## src/sv/jsu_pkg.sv

```systemverilog
// Package for the JSON string unescape unit: item types, run descriptor,
// decode mode codes and byte constants. Used by every module of the block.
// No dependencies.
package jsu_pkg;

  // Default depth of the run queue between the front and back parts.
  localparam int unsigned QUEUE_DEPTH = 4;

  // Reset value of the closing mark (a double quote).
  localparam logic [7:0] QUOTE_RESET = 8'h22;

  // Escape introducer and the escape letters that are recognised.
  localparam logic [7:0] CH_BACKSLASH = 8'h5C;
  localparam logic [7:0] CH_QUOTE     = 8'h22;
  localparam logic [7:0] CH_SLASH     = 8'h2F;
  localparam logic [7:0] CH_B         = 8'h62;
  localparam logic [7:0] CH_F         = 8'h66;
  localparam logic [7:0] CH_N         = 8'h6E;
  localparam logic [7:0] CH_R         = 8'h72;
  localparam logic [7:0] CH_T         = 8'h74;
  localparam logic [7:0] CH_U         = 8'h75;

  // Control characters that the short escapes stand for.
  localparam logic [7:0] VAL_BS = 8'h08;
  localparam logic [7:0] VAL_FF = 8'h0C;
  localparam logic [7:0] VAL_LF = 8'h0A;
  localparam logic [7:0] VAL_CR = 8'h0D;
  localparam logic [7:0] VAL_HT = 8'h09;

  // Hex digit folding and UTF-8 encoding constants.
  localparam logic [7:0]  HEX_ALPHA    = 8'h41;
  localparam logic [7:0]  CASE_BIT     = 8'h20;
  localparam logic [7:0]  DIGIT_ZERO   = 8'h30;
  localparam logic [7:0]  ALPHA_GAP    = 8'h07;
  localparam logic [15:0] CP_ONE_BYTE  = 16'h0080;
  localparam logic [15:0] CP_TWO_BYTE  = 16'h0800;
  localparam logic [7:0]  UTF8_LEAD2   = 8'hC0;
  localparam logic [7:0]  UTF8_LEAD3   = 8'hE0;
  localparam logic [7:0]  UTF8_CONT    = 8'h80;
  localparam logic [7:0]  UTF8_PAYLOAD = 8'h3F;

  // Result status codes.
  typedef enum logic [1:0] {
    ST_DATA       = 2'd0,
    ST_CLOSED     = 2'd1,
    ST_BAD_ESCAPE = 2'd2,
    ST_UNCLOSED   = 2'd3
  } jsu_status_t;

  // Decoder mode, one-hot.
  typedef enum logic [5:0] {
    MODE_NORMAL = 6'b000001,
    MODE_ESCAPE = 6'b000010,
    MODE_HEX1   = 6'b000100,
    MODE_HEX2   = 6'b001000,
    MODE_HEX3   = 6'b010000,
    MODE_HEX4   = 6'b100000
  } jsu_mode_t;

  // Input item.
  typedef struct packed {
    logic [7:0] body_byte;
    logic       first_of_string;
    logic       last_in_buffer;
  } jsu_in_t;

  // Result item.
  typedef struct packed {
    logic [7:0]  out_byte;
    jsu_status_t status;
    logic        last_of_run;
  } jsu_out_t;

  // Everything one input item causes: up to three data bytes, then at
  // most one status result.
  typedef struct packed {
    logic [1:0]       n_data;
    logic [2:0][7:0]  data;
    logic             has_tail;
    jsu_status_t      tail_status;
  } jsu_run_t;

  // Low four bits of a hex digit, letters folded to upper case first.
  function automatic logic [3:0] hex_nibble(input logic [7:0] c);
    logic [7:0] t;
    logic [7:0] d;
    if (c >= HEX_ALPHA) begin
      t = (c & ~CASE_BIT) - ALPHA_GAP;
    end else begin
      t = c;
    end
    d = t - DIGIT_ZERO;
    return d[3:0];
  endfunction

endpackage

```

## src/sv/jsu_front.sv

```systemverilog
// Front part of the JSON string unescape unit: accepts body bytes, tracks
// the escape state and builds one run descriptor per byte.
// Depends on jsu_pkg.
module jsu_front (
  input  logic              clk,
  input  logic              rst_n,
  input  logic              in_valid,
  output logic              in_stall,
  input  jsu_pkg::jsu_in_t  in_item,
  input  logic              cfg_valid,
  output logic              cfg_ready,
  input  logic [7:0]        cfg_data,
  input  logic              q_full,
  output logic              q_push,
  output jsu_pkg::jsu_run_t q_push_run
);

  jsu_pkg::jsu_mode_t mode_r, mode_nxt, mode_cur;
  logic [15:0]        acc_r, acc_nxt, acc_cur;
  logic               fin_r, fin_nxt, fin_cur;
  logic [7:0]         quote_r;
  logic               accept;
  logic [7:0]         b;
  logic [15:0]        cp;
  jsu_pkg::jsu_run_t  run;

  // The single register is always writable.
  assign cfg_ready = 1'b1;

  assign in_stall = q_full;
  assign accept   = in_valid && !in_stall;
  assign b        = in_item.body_byte;
  assign cp       = {acc_cur[11:0], jsu_pkg::hex_nibble(b)};

  // Decode one byte into its run of results and the next decoder state.
  always_comb begin
    mode_cur = in_item.first_of_string ? jsu_pkg::MODE_NORMAL : mode_r;
    acc_cur  = in_item.first_of_string ? 16'h0000 : acc_r;
    fin_cur  = in_item.first_of_string ? 1'b0 : fin_r;
    mode_nxt = mode_cur;
    acc_nxt  = acc_cur;
    fin_nxt  = fin_cur;
    run      = '0;
    run.tail_status = jsu_pkg::ST_DATA;
    if (!fin_cur) begin
      case (mode_cur)
        jsu_pkg::MODE_NORMAL: begin
          if (b == jsu_pkg::CH_BACKSLASH) begin
            mode_nxt = jsu_pkg::MODE_ESCAPE;
          end else if (b == quote_r) begin
            run.has_tail    = 1'b1;
            run.tail_status = jsu_pkg::ST_CLOSED;
            fin_nxt         = 1'b1;
          end else begin
            run.n_data  = 2'd1;
            run.data[0] = b;
          end
        end
        jsu_pkg::MODE_ESCAPE: begin
          mode_nxt   = jsu_pkg::MODE_NORMAL;
          run.n_data = 2'd1;
          case (b)
            jsu_pkg::CH_QUOTE:     run.data[0] = jsu_pkg::CH_QUOTE;
            jsu_pkg::CH_BACKSLASH: run.data[0] = jsu_pkg::CH_BACKSLASH;
            jsu_pkg::CH_SLASH:     run.data[0] = jsu_pkg::CH_SLASH;
            jsu_pkg::CH_B:         run.data[0] = jsu_pkg::VAL_BS;
            jsu_pkg::CH_F:         run.data[0] = jsu_pkg::VAL_FF;
            jsu_pkg::CH_N:         run.data[0] = jsu_pkg::VAL_LF;
            jsu_pkg::CH_R:         run.data[0] = jsu_pkg::VAL_CR;
            jsu_pkg::CH_T:         run.data[0] = jsu_pkg::VAL_HT;
            jsu_pkg::CH_U: begin
              run.n_data = 2'd0;
              mode_nxt   = jsu_pkg::MODE_HEX1;
              acc_nxt    = 16'h0000;
            end
            default: begin
              run.n_data      = 2'd0;
              run.has_tail    = 1'b1;
              run.tail_status = jsu_pkg::ST_BAD_ESCAPE;
              fin_nxt         = 1'b1;
            end
          endcase
        end
        jsu_pkg::MODE_HEX1: begin
          acc_nxt  = cp;
          mode_nxt = jsu_pkg::MODE_HEX2;
        end
        jsu_pkg::MODE_HEX2: begin
          acc_nxt  = cp;
          mode_nxt = jsu_pkg::MODE_HEX3;
        end
        jsu_pkg::MODE_HEX3: begin
          acc_nxt  = cp;
          mode_nxt = jsu_pkg::MODE_HEX4;
        end
        jsu_pkg::MODE_HEX4: begin
          // Last digit: encode the code point as UTF-8.
          acc_nxt  = cp;
          mode_nxt = jsu_pkg::MODE_NORMAL;
          if (cp < jsu_pkg::CP_ONE_BYTE) begin
            run.n_data  = 2'd1;
            run.data[0] = cp[7:0];
          end else if (cp < jsu_pkg::CP_TWO_BYTE) begin
            run.n_data  = 2'd2;
            run.data[0] = {3'b000, cp[10:6]} | jsu_pkg::UTF8_LEAD2;
            run.data[1] = (cp[7:0] & jsu_pkg::UTF8_PAYLOAD) | jsu_pkg::UTF8_CONT;
          end else begin
            run.n_data  = 2'd3;
            run.data[0] = {4'b0000, cp[15:12]} | jsu_pkg::UTF8_LEAD3;
            run.data[1] = {2'b00, cp[11:6]} | jsu_pkg::UTF8_CONT;
            run.data[2] = (cp[7:0] & jsu_pkg::UTF8_PAYLOAD) | jsu_pkg::UTF8_CONT;
          end
        end
        default: begin
          run.has_tail    = 1'b1;
          run.tail_status = jsu_pkg::ST_BAD_ESCAPE;
          fin_nxt         = 1'b1;
          mode_nxt        = jsu_pkg::MODE_NORMAL;
        end
      endcase

      // End of the buffer with the string still open.
      if (in_item.last_in_buffer && !fin_nxt) begin
        run.has_tail = 1'b1;
        fin_nxt      = 1'b1;
        if (mode_nxt != jsu_pkg::MODE_NORMAL) begin
          run.tail_status = jsu_pkg::ST_BAD_ESCAPE;
          mode_nxt        = jsu_pkg::MODE_NORMAL;
        end else begin
          run.tail_status = jsu_pkg::ST_UNCLOSED;
        end
      end
    end
  end

  // Only items that cause results go into the queue.
  assign q_push     = accept && ((run.n_data != 2'd0) || run.has_tail);
  assign q_push_run = run;

  // Decoder state and the closing mark.
  always_ff @(posedge clk) begin
    if (!rst_n) begin
      mode_r  <= jsu_pkg::MODE_NORMAL;
      acc_r   <= 16'h0000;
      fin_r   <= 1'b0;
      quote_r <= jsu_pkg::QUOTE_RESET;
    end else begin
      if (accept) begin
        mode_r <= mode_nxt;
        acc_r  <= acc_nxt;
        fin_r  <= fin_nxt;
      end
      if (cfg_valid && cfg_ready) begin
        quote_r <= cfg_data;
      end
    end
  end

  // A finished string always leaves the decoder outside any escape.
  a_fin_normal: assert property (@(posedge clk) disable iff (!rst_n)
    fin_r |-> (mode_r == jsu_pkg::MODE_NORMAL))
    else $error("string finished while inside an escape");

endmodule

```

## src/sv/jsu_queue.sv

```systemverilog
// Short queue of run descriptors between the front and back parts.
// Depends on jsu_pkg.
module jsu_queue #(
  parameter int unsigned DEPTH = jsu_pkg::QUEUE_DEPTH
) (
  input  logic              clk,
  input  logic              rst_n,
  input  logic              push,
  input  jsu_pkg::jsu_run_t push_run,
  output logic              full,
  input  logic              pop,
  output jsu_pkg::jsu_run_t head_run,
  output logic              head_valid
);

  localparam int unsigned PTR_W = (DEPTH > 1) ? $clog2(DEPTH) : 1;
  localparam int unsigned CNT_W = $clog2(DEPTH + 1);

  jsu_pkg::jsu_run_t mem_r [DEPTH];
  logic [PTR_W-1:0]  wr_ptr_r, wr_ptr_nxt;
  logic [PTR_W-1:0]  rd_ptr_r, rd_ptr_nxt;
  logic [CNT_W-1:0]  count_r, count_nxt;

  assign full       = (count_r == CNT_W'(DEPTH));
  assign head_valid = (count_r != '0);
  assign head_run   = mem_r[rd_ptr_r];

  // Pointer and fill count updates.
  always_comb begin
    wr_ptr_nxt = wr_ptr_r;
    rd_ptr_nxt = rd_ptr_r;
    count_nxt  = count_r;
    if (push) begin
      wr_ptr_nxt = (wr_ptr_r == PTR_W'(DEPTH - 1)) ? '0 : wr_ptr_r + PTR_W'(1);
    end
    if (pop) begin
      rd_ptr_nxt = (rd_ptr_r == PTR_W'(DEPTH - 1)) ? '0 : rd_ptr_r + PTR_W'(1);
    end
    if (push && !pop) begin
      count_nxt = count_r + CNT_W'(1);
    end else if (pop && !push) begin
      count_nxt = count_r - CNT_W'(1);
    end
  end

  always_ff @(posedge clk) begin
    if (!rst_n) begin
      wr_ptr_r <= '0;
      rd_ptr_r <= '0;
      count_r  <= '0;
    end else begin
      wr_ptr_r <= wr_ptr_nxt;
      rd_ptr_r <= rd_ptr_nxt;
      count_r  <= count_nxt;
    end
  end

  // Entry storage.
  always_ff @(posedge clk) begin
    if (push) begin
      mem_r[wr_ptr_r] <= push_run;
    end
  end

  a_no_overflow: assert property (@(posedge clk) disable iff (!rst_n)
    push |-> !full)
    else $error("run queue written while full");

  a_no_underflow: assert property (@(posedge clk) disable iff (!rst_n)
    pop |-> head_valid)
    else $error("run queue read while empty");

  a_count_bound: assert property (@(posedge clk) disable iff (!rst_n)
    count_r <= CNT_W'(DEPTH))
    else $error("run queue count beyond depth");

endmodule

```

## src/sv/jsu_back.sv

```systemverilog
// Back part of the JSON string unescape unit: expands each run descriptor
// into result items, one per cycle unless the output stalls, through the
// output register. Depends on jsu_pkg.
module jsu_back (
  input  logic              clk,
  input  logic              rst_n,
  input  jsu_pkg::jsu_run_t head_run,
  input  logic              head_valid,
  output logic              pop,
  output logic              out_valid,
  input  logic              out_stall,
  output jsu_pkg::jsu_out_t out_item
);

  logic [1:0]        sel_r, sel_nxt;
  logic              out_valid_r, out_valid_nxt;
  jsu_pkg::jsu_out_t out_r, res;
  logic              load;
  logic [2:0]        n_total;
  logic              last_res;

  assign n_total  = {1'b0, head_run.n_data} + {2'b00, head_run.has_tail};
  assign last_res = ({1'b0, sel_r} == (n_total - 3'd1));
  assign load     = head_valid && (!out_valid_r || !out_stall);
  assign pop      = load && last_res;

  // Select the current result of the run at the head of the queue.
  always_comb begin
    res = '0;
    if (sel_r < head_run.n_data) begin
      res.out_byte = head_run.data[sel_r];
      res.status   = jsu_pkg::ST_DATA;
    end else begin
      res.out_byte = 8'h00;
      res.status   = head_run.tail_status;
    end
    res.last_of_run = last_res;
  end

  // Step through the run and track the output register.
  always_comb begin
    sel_nxt       = sel_r;
    out_valid_nxt = out_valid_r;
    if (load) begin
      sel_nxt       = last_res ? 2'd0 : sel_r + 2'd1;
      out_valid_nxt = 1'b1;
    end else if (!out_stall) begin
      out_valid_nxt = 1'b0;
    end
  end

  always_ff @(posedge clk) begin
    if (!rst_n) begin
      sel_r       <= 2'd0;
      out_valid_r <= 1'b0;
    end else begin
      sel_r       <= sel_nxt;
      out_valid_r <= out_valid_nxt;
    end
  end

  always_ff @(posedge clk) begin
    if (load) begin
      out_r <= res;
    end
  end

  assign out_valid = out_valid_r;
  assign out_item  = out_r;

  // Retiring a run always presents its final result next.
  a_pop_last: assert property (@(posedge clk) disable iff (!rst_n)
    pop |=> (out_valid_r && out_r.last_of_run))
    else $error("run retired without its final result");

  // The step counter always rests at zero while nothing is queued.
  a_sel_idle: assert property (@(posedge clk) disable iff (!rst_n)
    !head_valid |-> (sel_r == 2'd0))
    else $error("run step counter left mid-run with an empty queue");

endmodule

```

## src/sv/json_string_unescape_unit.sv

```systemverilog
// JSON string unescape unit: decodes quoted string body bytes into UTF-8.
// With nothing waiting, the first result of an item goes through the run queue
// and then the output register. One input item per cycle is taken; an item with
// k results gives them one at a time, and the input stalls only while the run
// queue is full. Reset (rst_n low, synchronous) clears decoder, queue and
// output; the closing mark returns to a double quote. Needs jsu_pkg.
module json_string_unescape_unit #(
  parameter int unsigned QUEUE_DEPTH = jsu_pkg::QUEUE_DEPTH
) (
  input  logic              clk,
  input  logic              rst_n,
  input  logic              in_valid,
  output logic              in_stall,
  input  jsu_pkg::jsu_in_t  in_item,
  output logic              out_valid,
  input  logic              out_stall,
  output jsu_pkg::jsu_out_t out_item,
  input  logic              cfg_valid,
  output logic              cfg_ready,
  input  logic [7:0]        cfg_data
);

  logic              q_full;
  logic              q_push;
  logic              q_pop;
  logic              q_head_valid;
  jsu_pkg::jsu_run_t q_push_run;
  jsu_pkg::jsu_run_t q_head_run;

  // Byte classification and escape decoding.
  jsu_front u_front (
    .clk        (clk),
    .rst_n      (rst_n),
    .in_valid   (in_valid),
    .in_stall   (in_stall),
    .in_item    (in_item),
    .cfg_valid  (cfg_valid),
    .cfg_ready  (cfg_ready),
    .cfg_data   (cfg_data),
    .q_full     (q_full),
    .q_push     (q_push),
    .q_push_run (q_push_run)
  );

  // Runs waiting for the output.
  jsu_queue #(
    .DEPTH (QUEUE_DEPTH)
  ) u_queue (
    .clk        (clk),
    .rst_n      (rst_n),
    .push       (q_push),
    .push_run   (q_push_run),
    .full       (q_full),
    .pop        (q_pop),
    .head_run   (q_head_run),
    .head_valid (q_head_valid)
  );

  // Result expansion and output register.
  jsu_back u_back (
    .clk        (clk),
    .rst_n      (rst_n),
    .head_run   (q_head_run),
    .head_valid (q_head_valid),
    .pop        (q_pop),
    .out_valid  (out_valid),
    .out_stall  (out_stall),
    .out_item   (out_item)
  );

endmodule

```

## config.mk

```make
export PLATFORM = sky130hd
export DESIGN_NAME = json_string_unescape_unit
export DESIGN_NICKNAME = d
export VERILOG_FILES = /design/src/sv/jsu_pkg.sv /design/src/sv/jsu_front.sv /design/src/sv/jsu_queue.sv /design/src/sv/jsu_back.sv /design/src/sv/json_string_unescape_unit.sv
export SDC_FILE = /design/constraint.sdc
export NUM_CORES = 1
export LEC_CHECK = 0
export BUFFER_PORTS_ARGS = -buffer_cell sky130_fd_sc_hd__buf_2
export CAP_MARGIN = 40
export CORE_MARGIN = 2
export CORE_UTILIZATION = 40
export DETAILED_ROUTE_END_ITERATION = 10
export SYNTH_ARGS = -nofsm -noshare
export SYNTH_HDL_FRONTEND = slang
export SYNTH_SLANG_ARGS = --single-unit
```

## constraint.sdc

```tcl
create_clock -name clk -period 4.43 [get_ports clk]
set_input_delay 0 -clock clk [delete_from_list [all_inputs] [get_ports clk]]
set_output_delay 0 -clock clk [all_outputs]
set_load 0.01 [all_outputs]
```

Yosys cells after proc, flatten, opt, wreduce, memory -nomap -nowiden --
Memory sizes are Yosys's and may differ from the RTL's. A register that Yosys moved wholly into a read port is not among the register bits. Index checks and enable logic that the tools add are counted.
Cells by class: add/sub/neg operators 9, order comparisons 5, eq/ne operators 22, mux-type cells 55, reductions and logical operators 21
Operators with widths (count):
- $mux 16 | 5
- $eq 8x7->1 const B | 7
- $pmux 7 s8 | 1
- $mux 6 | 6
- $mux 8 | 4
- $pmux 16 s2 | 1
- $pmux 6 s5 | 1
- $mux 29 | 1
- $pmux 8 s3 | 1
- $mux 3 | 6
- $bmux 8 s2 | 1
- $eq 8x6->1 const B | 2
- $lt 16x12->1 const B | 1
- $lt 16x8->1 const B | 1
- $mux 1 | 15
- $mux 14 | 1
- $mux 2 | 7
- $mux 11 | 1
- $pmux 3 s3 | 1
- $reduce_or 9->1 | 1
- $eq 8x8->1 | 1
- $ge 8x7->1 const B | 1
- $reduce_or 8->1 | 1
- $logic_and 1x1->1 | 7
- other kinds (27) | 38
Word-level totals: flip-flop bits (word level) 52, bits in writable memories 116, input port bits 23, output and inout port bits 14, memories kept 1
Memory list:
- u_queue.mem_r | words 4, bits a word 29, rd ports 1, clocked after memory_dff 1, write ports 1, line jsu_queue.sv:19 | jsu_pkg::jsu_run_t mem_r [DEPTH];

Longest topological paths before layout --
Gate-level depths: netlist (run 1).
depth after elaboration 16, mapped depth 16

Modules after synthesis --
Synthesis (run 1) repeated with hierarchy kept, for this count alone.
Second synthesis, totals: cell total of the unflattened synthesis 571, area total of the unflattened synthesis 7822.5 um^2
By module, submodules not included:
- jsu_queue | instances 1, cells an instance 195, area an instance 4652.0 um^2
- jsu_front | instances 1, cells an instance 300, area an instance 2313.5 um^2
- jsu_back | instances 1, cells an instance 76, area an instance 857.1 um^2

Worst setup path before layout (run 1) --
Ideal clock, no wire load.
path type register -> register, start register (tool-made name), end register u_queue.count_r[2], setup time 0.076 ns, data arrival time 3.599 ns, data required time 4.354 ns, path slack 0.756 ns, stages on the path, launching flop included 16, clock period less this slack 3.674 ns, cells stage by stage dfxtp_1 > clkbuf_1 > buf_2 > mux4_2 > inv_1 > ha_1 > ha_1 > xnor2_1 > nor3_1 > nand2_1 > ha_1 > inv_1 > fa_1 > xor2_1 > or3_1 > a21boi_0
RTL lines:
- end signal, assigned | line jsu_queue.sv:54 | count_r <= count_nxt;
- end, declared | line jsu_queue.sv:22 | logic [CNT_W-1:0] count_r, count_nxt;

Worst setup path after layout (run 1) --
start register u_front.mode_r[2], end register u_queue.count_r[2]
Between the ends: word-level cells in the longest chain between the ends 14, elaborated cells between the ends (all ways) 24
RTL lines:
- start, declared | line jsu_front.sv:18 | jsu_pkg::jsu_mode_t mode_r, mode_nxt, mode_cur;
- start signal, assigned | line jsu_front.sv:143 | mode_r <= jsu_pkg::MODE_NORMAL;
- start signal, assigned | line jsu_front.sv:149 | mode_r <= mode_nxt;
- $mux 6 (*) | line jsu_front.sv:37 | mode_cur = in_item.first_of_string ? jsu_pkg::MODE_NORMAL : mode_r;
- $eq 6x3->1 (tied with other cells) | line jsu_front.sv:46 | case (mode_cur)
- $reduce_or 4->1 (no line)
- $pmux 1 s3 | line jsu_front.sv:46
- $mux 1 | line jsu_front.sv:45 | if (!fin_cur) begin
- $logic_not 1->1 | line jsu_front.sv:123 | if (in_item.last_in_buffer && !fin_nxt) begin
- $logic_and 1x1->1 | line jsu_front.sv:123
- $mux 3 | line jsu_front.sv:123
- $mux 29 (*) | line jsu_front.sv:45
- $logic_or 1x1->1 (*) | line jsu_front.sv:137 | assign q_push = accept && ((run.n_data != 2'd0) || run.has_tail);
- $logic_and 1x1->1 (*) | line jsu_front.sv:137
- net q_push | line json_string_unescape_unit.sv:24 | logic q_push;
- $logic_not 1->1 | line jsu_queue.sv:41 | end else if (pop && !push) begin
- $logic_and 1x1->1 | line jsu_queue.sv:41
- $reduce_bool 2->1 (no line)
Mark *: on every way through the listed nets, which the timed path passes. The rest lies on a longest branch. The select of a mux whose other input is x is not followed. A chain may end at the register's enable or synchronous reset.

==> flow_metrics.tcl, run 1 <==
set metrics [dict create \
    hold_violations 0 \
    maxCapViolCount 0 \
    fin_nets 653 \
    io_pins 37 \
    netlist_area_um2 7382 \
    root_buffer "clkbuf_16" \
    final_cells 858 \
    synth-edff-count 119 \
    ant_nets 0 \
    synth_top_cell_area_share 0.4841 \
    ys_types 67 \
    core.rowCount 49 \
    final_cell_mix "edfxtp_1, nand2_1, dfxtp_1" \
    place.gp.congestion 0.8939 \
    drive_above_1_share 0.1828 \
    area_growth_pct 14.24 \
    p_leak_nw 3.014 \
    skew_ns 0.01286 \
    drc_errors 0 \
    viasPerCell 5.583 \
    switchingPower_mw 1.208 \
    async_flop_share 0 \
    layout_commonest_cell "edfxtp_1" \
    ys_warn_count 0 \
    grt_pass1_vias 4782 \
    p_clk_frac 0.303 \
    drtPass1Iterations 4 \
    dpl.hpwl_um 10890 \
    worstPathRequired_ns 4.78 \
    p_seq_frac 0.453 \
    antenna_found_initial 0 \
    routedWlPerCell_um 18.34 \
    antenna_cells 0 \
    start_util 0.4096 \
    crit_fanout 11 \
    drt-initial-drc-count 398 \
    rsz0062_at_grt "no" \
    crit_type "flip-flop to flip-flop" \
    postLayoutCoreUtil 0.4679 \
    arrival_ns 3.98 \
    ir_drop_uv 268.3 \
    overflow 0 \
    place_inst 815 \
    routed_wl_um 15740 \
    die_x_um 139.9 \
    numPortBuffers 35 \
    clk_latency_ns 0.42 \
    synth_nets 609 \
    holdCritPathClass "input pin to flip-flop" \
    max_slew.worst_pin.slew_ns 0.9451 \
    synthCells 572 \
    finalHoldWorstSlack_ns 0.02506 \
    core_um2 18020 \
    max_slew_margin 0.3662 \
    die-height_um 139.9 \
    cp-start-kind "flip-flop" \
    clockBufferDepth 2 \
    num_vias 4790 \
    setup_viol 0 \
    synth_area_leader_cell "edfxtp_1" \
    syn_avg_cell_area_um2 12.91 \
    combPwrFrac 0.243 \
    dieArea_um2 19560 \
    synthTopCellsByArea "edfxtp_1, dfxtp_1, mux4_2, mux2i_1, nand2_1" \
    cts_made_buffers 17 \
    status "completed" \
    grt_usage 0.1704 \
    ys_seq_area_frac 0.5898 \
    ys_seq_elements 158 \
    timing.fmax_mhz 275.3 \
    end_kind "flip-flop" \
    synth_ff_type "edfxtp_1" \
    htree_levels 4 \
    finalSetupTns_ns 0 \
    grt_max_degree 40 \
    cts.reportedPaths.clkPinSlew_ns 0.06 \
    netSwitchingFraction 0.2793 \
    grt_first_pass_wirelength_um 25650 \
    power_density_nw_per_um2 512.9 \
    period_share 0.8199 \
    final_max_slew_viol_count 0 \
    p_int_mw 3.117 \
    cts_tree "yes" \
    period_minus_slack_ns 3.632 \
    numClockSinks 158 \
]
-- final timing paths --
| path | from | end | slack, ns | cells past startpoint |
|---|---|---|---|---|
| min reg2reg | u_back.out_valid | u_back.out_valid | 0.50 | 2 |
| max | u_front.mode_r[2] | u_queue.count_r[2] | 0.80 | 12 |
| max reg2reg | u_front.mode_r[2] | u_queue.count_r[2] | 0.80 | 12 |
| min | cfg_valid | u_front.quote_r[3] | 0.03 | 3 |
-- cells in the mapped netlist, types with 8 or more instances --
master and count:
ha_1 13, xor2_1 11, mux4_2 27, nand2_1 44, clkbuf_1 23, o21ai_0 22
and2_1 12, o22ai_1 9, mux2i_1 21, nand3_1 13, a21oi_1 22, nor2_1 24
dfxtp_1 39, a21boi_0 18, nor2b_1 18, nor3_1 8, inv_1 26, edfxtp_1 119
-- final cells by class --
cell class	instances	area (µm²)
Clock buffer	18	429.2
Multi-Input combinational cell	355	2790
Timing Repair Buffer	58	372.9
Inverter	26	97.59
Tap cell	229	286.5
Sequential cell	158	4355
Clock inverter	14	101.3
Fill cell	1645	9592
-- per-stage QoR --
stage / power, mW / area (µm²) / worst slack (ns)
floorplan: 2.729 / 7382 / 0.7558
global placement: 3.026 / 7780 / 0.9854
detailed placement: 3.068 / 7792 / 0.8325
CTS: 4.393 / 8433 / 0.7956
global route: 4.564 / 8433 / 0.4309
finish: 4.325 / 8433 / 0.7979
-- power groups by stage --
stage / clock, mW / combinational, mW / sequential [mW]
2_1_floorplan: 0 / 0.741 / 1.99
3_3_place_gp: 0 / 1.04 / 1.99
3_5_place_dp: 0 / 1.07 / 2.00
4_1_cts: 1.34 / 1.08 / 1.97
5_1_grt: 1.40 / 1.18 / 1.99
6_report: 1.31 / 1.05 / 1.96
-- flip-flops by register name, summed over array words and instances, names as in the netlist, 2 cells and up, named ones only --
| name | flops |
|---|---|
| u_back.out_item | 11 |
| u_back.sel_r | 2 |
| u_front.acc_r | 12 |
| u_front.mode_r | 6 |
| u_front.quote_r | 8 |
| u_queue.count_r | 3 |
| u_queue.mem_r | 108 |
| u_queue.rd_ptr_r | 2 |
| u_queue.wr_ptr_r | 2 |
-- kinds of logic after synthesis --
| kind of cell | Yosys count | share of synthesized area |
|---|---|---|
| other | 1 | 0.0005080 |
| buffers and inverters | 59 | 0.03407 |
| xor gates and xnor gates | 18 | 0.02136 |
| muxes | 48 | 0.1108 |
| and+or+nand+nor | 166 | 0.1222 |
| DFF | 158 | 0.5898 |
| AOI/OAI and AO/OA | 108 | 0.09644 |
| adders and majority gates | 14 | 0.02475 |
-- critical path, cell delays in order, from the launching register on --
cell and delay, ns:
dfxtp_1 0.39, nor4_1 0.54, a31oi_1 0.26, or4bb_1 0.58, o2111ai_1 0.20, a22oi_2 0.23, inv_1 0.12, ha_1 0.18
inv_1 0.06, fa_1 0.37, xor2_1 0.17, or3_1 0.31, a21boi_0 0.16
-- repair_timing --
item | CTS | global route
hold buffers | 11 | 0
resized for setup | 0 | 0
setup buffers | 0 | 0
hold endpoints to repair | 9 | 0
-- per-layer routing --
| layer | up-vias | global-route usage | share of wire |
|---|---|---|---|
| li1 | 2251 | - | - |
| met3 | 17 | 0.03785 | 0.042 |
| met1 | 2386 | 0.2226 | 0.44 |
| met5 | - | 0 | 0 |
| met4 | 0 | 0.05000 | 0.013 |
| met2 | 136 | 0.2863 | 0.50 |
No activity file was read; power rests on OpenSTA's default activity.
==> run 2: changes to the inputs <==
Clock period 4.43 ns to 3.4 ns, I/O delays scaled along.
==> flow_metrics.tcl, run 2 (same netlist as run 1, synthesis figures left out) <==
set metrics [dict create \
    status "completed" \
    cts_made_buffers 17 \
    overflow 0 \
    fin_nets 668 \
    viasPerCell 5.513 \
    drtPass1Iterations 5 \
    place.gp.congestion 0.8973 \
    crit_type "flip-flop to flip-flop" \
    crit_family "simple AND/OR/NAND/NOR gates" \
    grt_max_degree 40 \
    area_growth_pct 18.59 \
    finalHoldWorstSlack_ns 0.01901 \
    drt-initial-drc-count 327 \
    final_max_slew_viol_count 0 \
    worstPathRequired_ns 3.74 \
    start_util 0.4096 \
    period_minus_slack_ns 3.219 \
    dpl.hpwl_um 11050 \
    dpl_worst_slack_ns 0.03913 \
    cts_tree "yes" \
    whs_endpoint "u_front.quote_r[2]" \
    die-height_um 139.9 \
    worst_slack_ns 0.1813 \
    wl_met1_um 7001 \
    rrSetupSlack_ns 0.18 \
    grt_first_pass_wirelength_um 25960 \
    wl_met3_um 614 \
    cpMostUsedCell "inv_1" \
    postLayoutCoreUtil 0.4857 \
    clockBufferDepth 2 \
    grt_usage 0.1705 \
    min_delay_path_depth 3 \
    ir_drop_uv 350.2 \
    io_pins 37 \
    cp_cell_sequence "buf_4 > or4_1 > o22ai_1 > a21oi_1 > a41oi_1 > a22oi_2 > inv_1 > ha_1 > inv_1 > fa_1 > xor2_1 > or3_1 > a21boi_0" \
    drive_above_1_share 0.2158 \
    numClockSinks 158 \
    layout_commonest_cell "edfxtp_1" \
    slowest_stage "or4_1" \
    crit_fanout 9 \
    clk_latency_ns 0.42 \
    root_buffer "clkbuf_16" \
    arrival_ns 3.56 \
    cts.reportedPaths.clkPinSlew_ns 0.07 \
    min-delay-start "cfg_valid" \
    p_leak_nw 3.170 \
    ant_nets 0 \
    postCtsSetupBuffers 0 \
    grt_pass1_vias 4901 \
    core.rowCount 49 \
    antenna_found_initial 0 \
    period_share 0.9467 \
    largest_reg_flops 108 \
    hold_violations 0 \
    dieArea_um2 19560 \
    crit_path_start "u_front.mode_r[2]" \
    dr_wl_met2_um 8342 \
    power_density_nw_per_um2 691.0 \
    setup_viol 0 \
    drc_errors 0 \
    max_slew.worst_pin.slew_ns 0.7837 \
    routed_wl_um 16190 \
    worstRegToRegCells 13 \
    cp_num_buf_inv 3 \
    core_um2 18020 \
    end_kind "flip-flop" \
    timing.fmax_mhz 310.7 \
    top_register "u_queue.mem_r" \
    holdCritPathClass "input pin to flip-flop" \
    cp_slowest_stage_delay_ns 0.55 \
    skew_ns 0.01236 \
    cp-start-kind "flip-flop" \
    num_vias 4813 \
    fin_total_pwr_mw 6.049 \
    maxCapViolCount 0 \
    max_slew_margin 0.4775 \
    path_depth 13 \
    worstReg2RegEnd "u_queue.count_r[2]" \
    die_x_um 139.9 \
    routedWlPerCell_um 18.54 \
    htree_levels 4 \
    antenna_cells 0 \
    numPortBuffers 35 \
    r2r_start "u_front.mode_r[2]" \
    final_cell_mix "edfxtp_1, nand2_1, dfxtp_1" \
    top_layer "met4" \
]
==> run 2: worst max path at each step <==
| stage | to | slack [ns] |
|---|---|---|
| final | u_queue.count_r[2] | 0.18 |
| after detailed placement | u_queue.count_r[2] | 0.04 |
| after CTS | u_queue.count_r[2] | 0.03 |
| after floorplan | u_queue.mem_r[0][0] | -0.21 |
| after global placement | u_queue.count_r[2] | 0.20 |
| after global routing | u_queue.count_r[2] | -0.03 |
==> run 2: cell type report <==
class / count / area (µm²)
Fill cell: 1589 / 9270
Sequential cell: 158 / 4357
Multi-Input combinational cell: 355 / 2833
Timing Repair Buffer: 73 / 538.0
Clock buffer: 19 / 432.9
Tap cell: 229 / 286.5
Clock inverter: 13 / 210.2
Inverter: 26 / 97.59
==> run 2: what timing repair did <==
item,4_1_cts,5_1_grt
resized for setup,0,8
setup endpoints to repair,0,1
endpoints found under the hold margin,9,0
hold buffers,11,0
==> run 2: worst reg2reg max path, delay by kind of cell (launching register included) <==
family | cells | cell delay, ns
AOI/OAI and AO/OA | 5 | 0.85
buffers and inverters | 3 | 0.33
and+or+nand+nor | 2 | 0.85
DFF | 1 | 0.36
adders and majority gates | 2 | 0.56
xor gates and xnor gates | 1 | 0.18
==> run 2: per-stage QoR <==
stage	setup TNS [ns]	cells	instance area (µm²)
finish	0	873	8755
global route	-0.03163	873	8755
CTS	0	873	8711
detailed placement	0	830	7958
global placement	0	830	7958
floorplan	-22.71	572	7386
==> run 2: power breakdown <==
group / switching [mW] / total, mW / internal, mW
Sequential: 0.0977 / 2.53 / 2.43
Combinational: 0.770 / 1.46 / 0.687
Clock: 0.757 / 2.06 / 1.31
Total: 1.62 / 6.05 / 4.42
==> run 2: layer usage <==
metal,track usage,up-vias
met1,0.2151,2412
met4,0.05632,0
met5,0,-
met2,0.2927,112
li1,-,2272
met3,0.03682,17
==> run 3: changes to the inputs <==
Settings changed: CAP_MARGIN 40 to default, CORE_UTILIZATION 40 to 30.
==> flow_metrics.tcl, run 3 (same netlist as run 1, synthesis figures left out) <==
set metrics [dict create \
    status "completed" \
    cp-start-kind "flip-flop" \
    cts_made_buffers 17 \
    p_clk_frac 0.335 \
    core_um2 24250 \
    grt_first_pass_wirelength_um 25930 \
    viasPerCell 4.937 \
    dpl.hpwl_um 10830 \
    p_seq_frac 0.421 \
    ant_nets 0 \
    routed_wl_um 15920 \
    timing.fmax_mhz 308.7 \
    cts.reportedPaths.clkPinSlew_ns 0.08 \
    start_util 0.3044 \
    layout_commonest_cell "edfxtp_1" \
    crit_end "u_queue.count_r[2]" \
    clockBufferDepth 2 \
    skew_ns 0.01322 \
    crit_fanout 8 \
    top_register "u_queue.mem_r" \
    drc_errors 0 \
    drtPass1Iterations 5 \
    worstPathRequired_ns 3.75 \
    drive_above_1_share 0.2195 \
    period_minus_slack_ns 3.240 \
    root_buffer "clkbuf_16" \
    crit_type "flip-flop to flip-flop" \
    final_cells 971 \
    max_slew.worst_pin.slew_ns 0.8542 \
    r2r_start "u_front.mode_r[4]" \
    drt-initial-drc-count 394 \
    setup_viol 0 \
    period_share 0.9528 \
    final_max_slew_viol_count 0 \
    antenna_cells 0 \
    clk_latency_ns 0.43 \
    postLayoutCoreUtil 0.3653 \
    p_int_mw 4.251 \
    core.rowCount 57 \
    combPwrFrac 0.243 \
    netSwitchingFraction 0.2901 \
    worstReg2RegEnd "u_queue.count_r[2]" \
    cp_cell_sequence "or4b_2 > a311o_1 > a41oi_1 > a22oi_2 > inv_1 > ha_1 > inv_1 > fa_1 > xor2_1 > or3_1 > a21boi_0" \
    holdCritPathClass "input pin to flip-flop" \
    fillers 2384 \
    arrival_ns 3.59 \
    largest_reg_flops 108 \
    power_density_nw_per_um2 676.1 \
    ir_drop_uv 314.1 \
    cts_tree "yes" \
    hold_violations 0 \
    cpMostUsedCell "inv_1" \
    die-height_um 160.9 \
    cp_slowest_stage_delay_ns 0.71 \
    die_x_um 160.9 \
    end_kind "flip-flop" \
    htree_levels 4 \
    antenna_found_initial 0 \
    slowest_stage "or4b_2" \
    io_pins 37 \
    switchingPower_mw 1.737 \
    dieArea_um2 25880 \
    place.gp.congestion 0.9031 \
    numPortBuffers 35 \
    min-delay-start "cfg_valid" \
    num_vias 4794 \
    place_inst 928 \
    rrSetupSlack_ns 0.16 \
    fin_nets 671 \
    overflow 0 \
    maxCapViolCount 0 \
    final_cell_mix "edfxtp_1, nand2_1, dfxtp_1" \
    grt_max_degree 40 \
    stdcell_area_um2 8857 \
    worstRegToRegCells 11 \
    p_leak_nw 3.173 \
    area_growth_pct 19.98 \
    numClockSinks 158 \
    fin_total_pwr_mw 5.989 \
    finalHoldWorstSlack_ns 0.02334 \
    crit_path_start "u_front.mode_r[4]" \
    max_slew_margin 0.4231 \
    routedWlPerCell_um 16.40 \
    placed_area_um2 8099 \
    grt_usage 0.1295 \
    grt_pass1_vias 4789 \
]
[run 3: routing by layer]
layer | up-vias | share of wire | GRT usage
met1 | 2352 | 0.44 | 0.1716
met5 | - | 0 | 0
met4 | 0 | 0.018 | 0.04789
li1 | 2286 | - | -
met2 | 138 | 0.48 | 0.2068
met3 | 18 | 0.053 | 0.03125
[run 3: power by group through the flow]
stage	Combinational (mW)	Clock, mW	Sequential, mW
global placement	1.47	0	2.57
finish	1.46	2.01	2.52
detailed placement	1.48	0	2.57
global route	1.61	2.13	2.56
CTS	1.49	2.05	2.53
floorplan	0.972	0	2.59
[run 3: worst min path at each step]
| stage | to | slack [ns] | cells past startpoint |
|---|---|---|---|
| after floorplan | u_front.quote_r[1] | 0.13 | 2 |
| after global placement | u_front.quote_r[1] | 0.24 | 3 |
| after detailed placement | u_front.quote_r[1] | 0.23 | 3 |
| after CTS | u_front.quote_r[2] | 0.002 | 3 |
| after global routing | u_front.quote_r[0] | 0.02 | 3 |
| final | u_front.quote_r[2] | 0.02 | 3 |
[run 3: worst max-delay path, delay by kind of cell (launching register included)]
| family | cells | cell delay [ns] |
|---|---|---|
| AOI/OAI and AO/OA | 4 | 0.91 |
| buffers and inverters | 2 | 0.14 |
| and+or+nand+nor | 2 | 1.02 |
| DFF | 1 | 0.38 |
| xor gates and xnor gates | 1 | 0.17 |
| adders and majority gates | 2 | 0.54 |
[run 3: cell type report]
cell class,instances,area (µm²),area share
Tap cell,324,405.4,0.04577
Clock inverter,15,203.9,0.02303
Inverter,26,97.59,0.01102
Timing Repair Buffer,76,560.5,0.06329
Sequential cell,158,4355,0.4917
Multi-Input combinational cell,355,2809,0.3171
Clock buffer,17,425.4,0.04803
[run 3: what timing repair did]
action | 4_1_cts | 5_1_grt
hold buffers | 11 | 0
endpoints found under the setup margin | 0 | 1
endpoints found under the hold margin | 9 | 0
buffers inserted | 0 | 0
gates resized for setup | 0 | 3
[run 3: per-stage QoR]
step                setup TNS, ns  setup WS, ns
floorplan                  -22.71       -0.2103
global placement                0        0.2551
detailed placement              0        0.1811
CTS                             0        0.1583
global route            -0.002879     -0.002879
finish                          0        0.1604
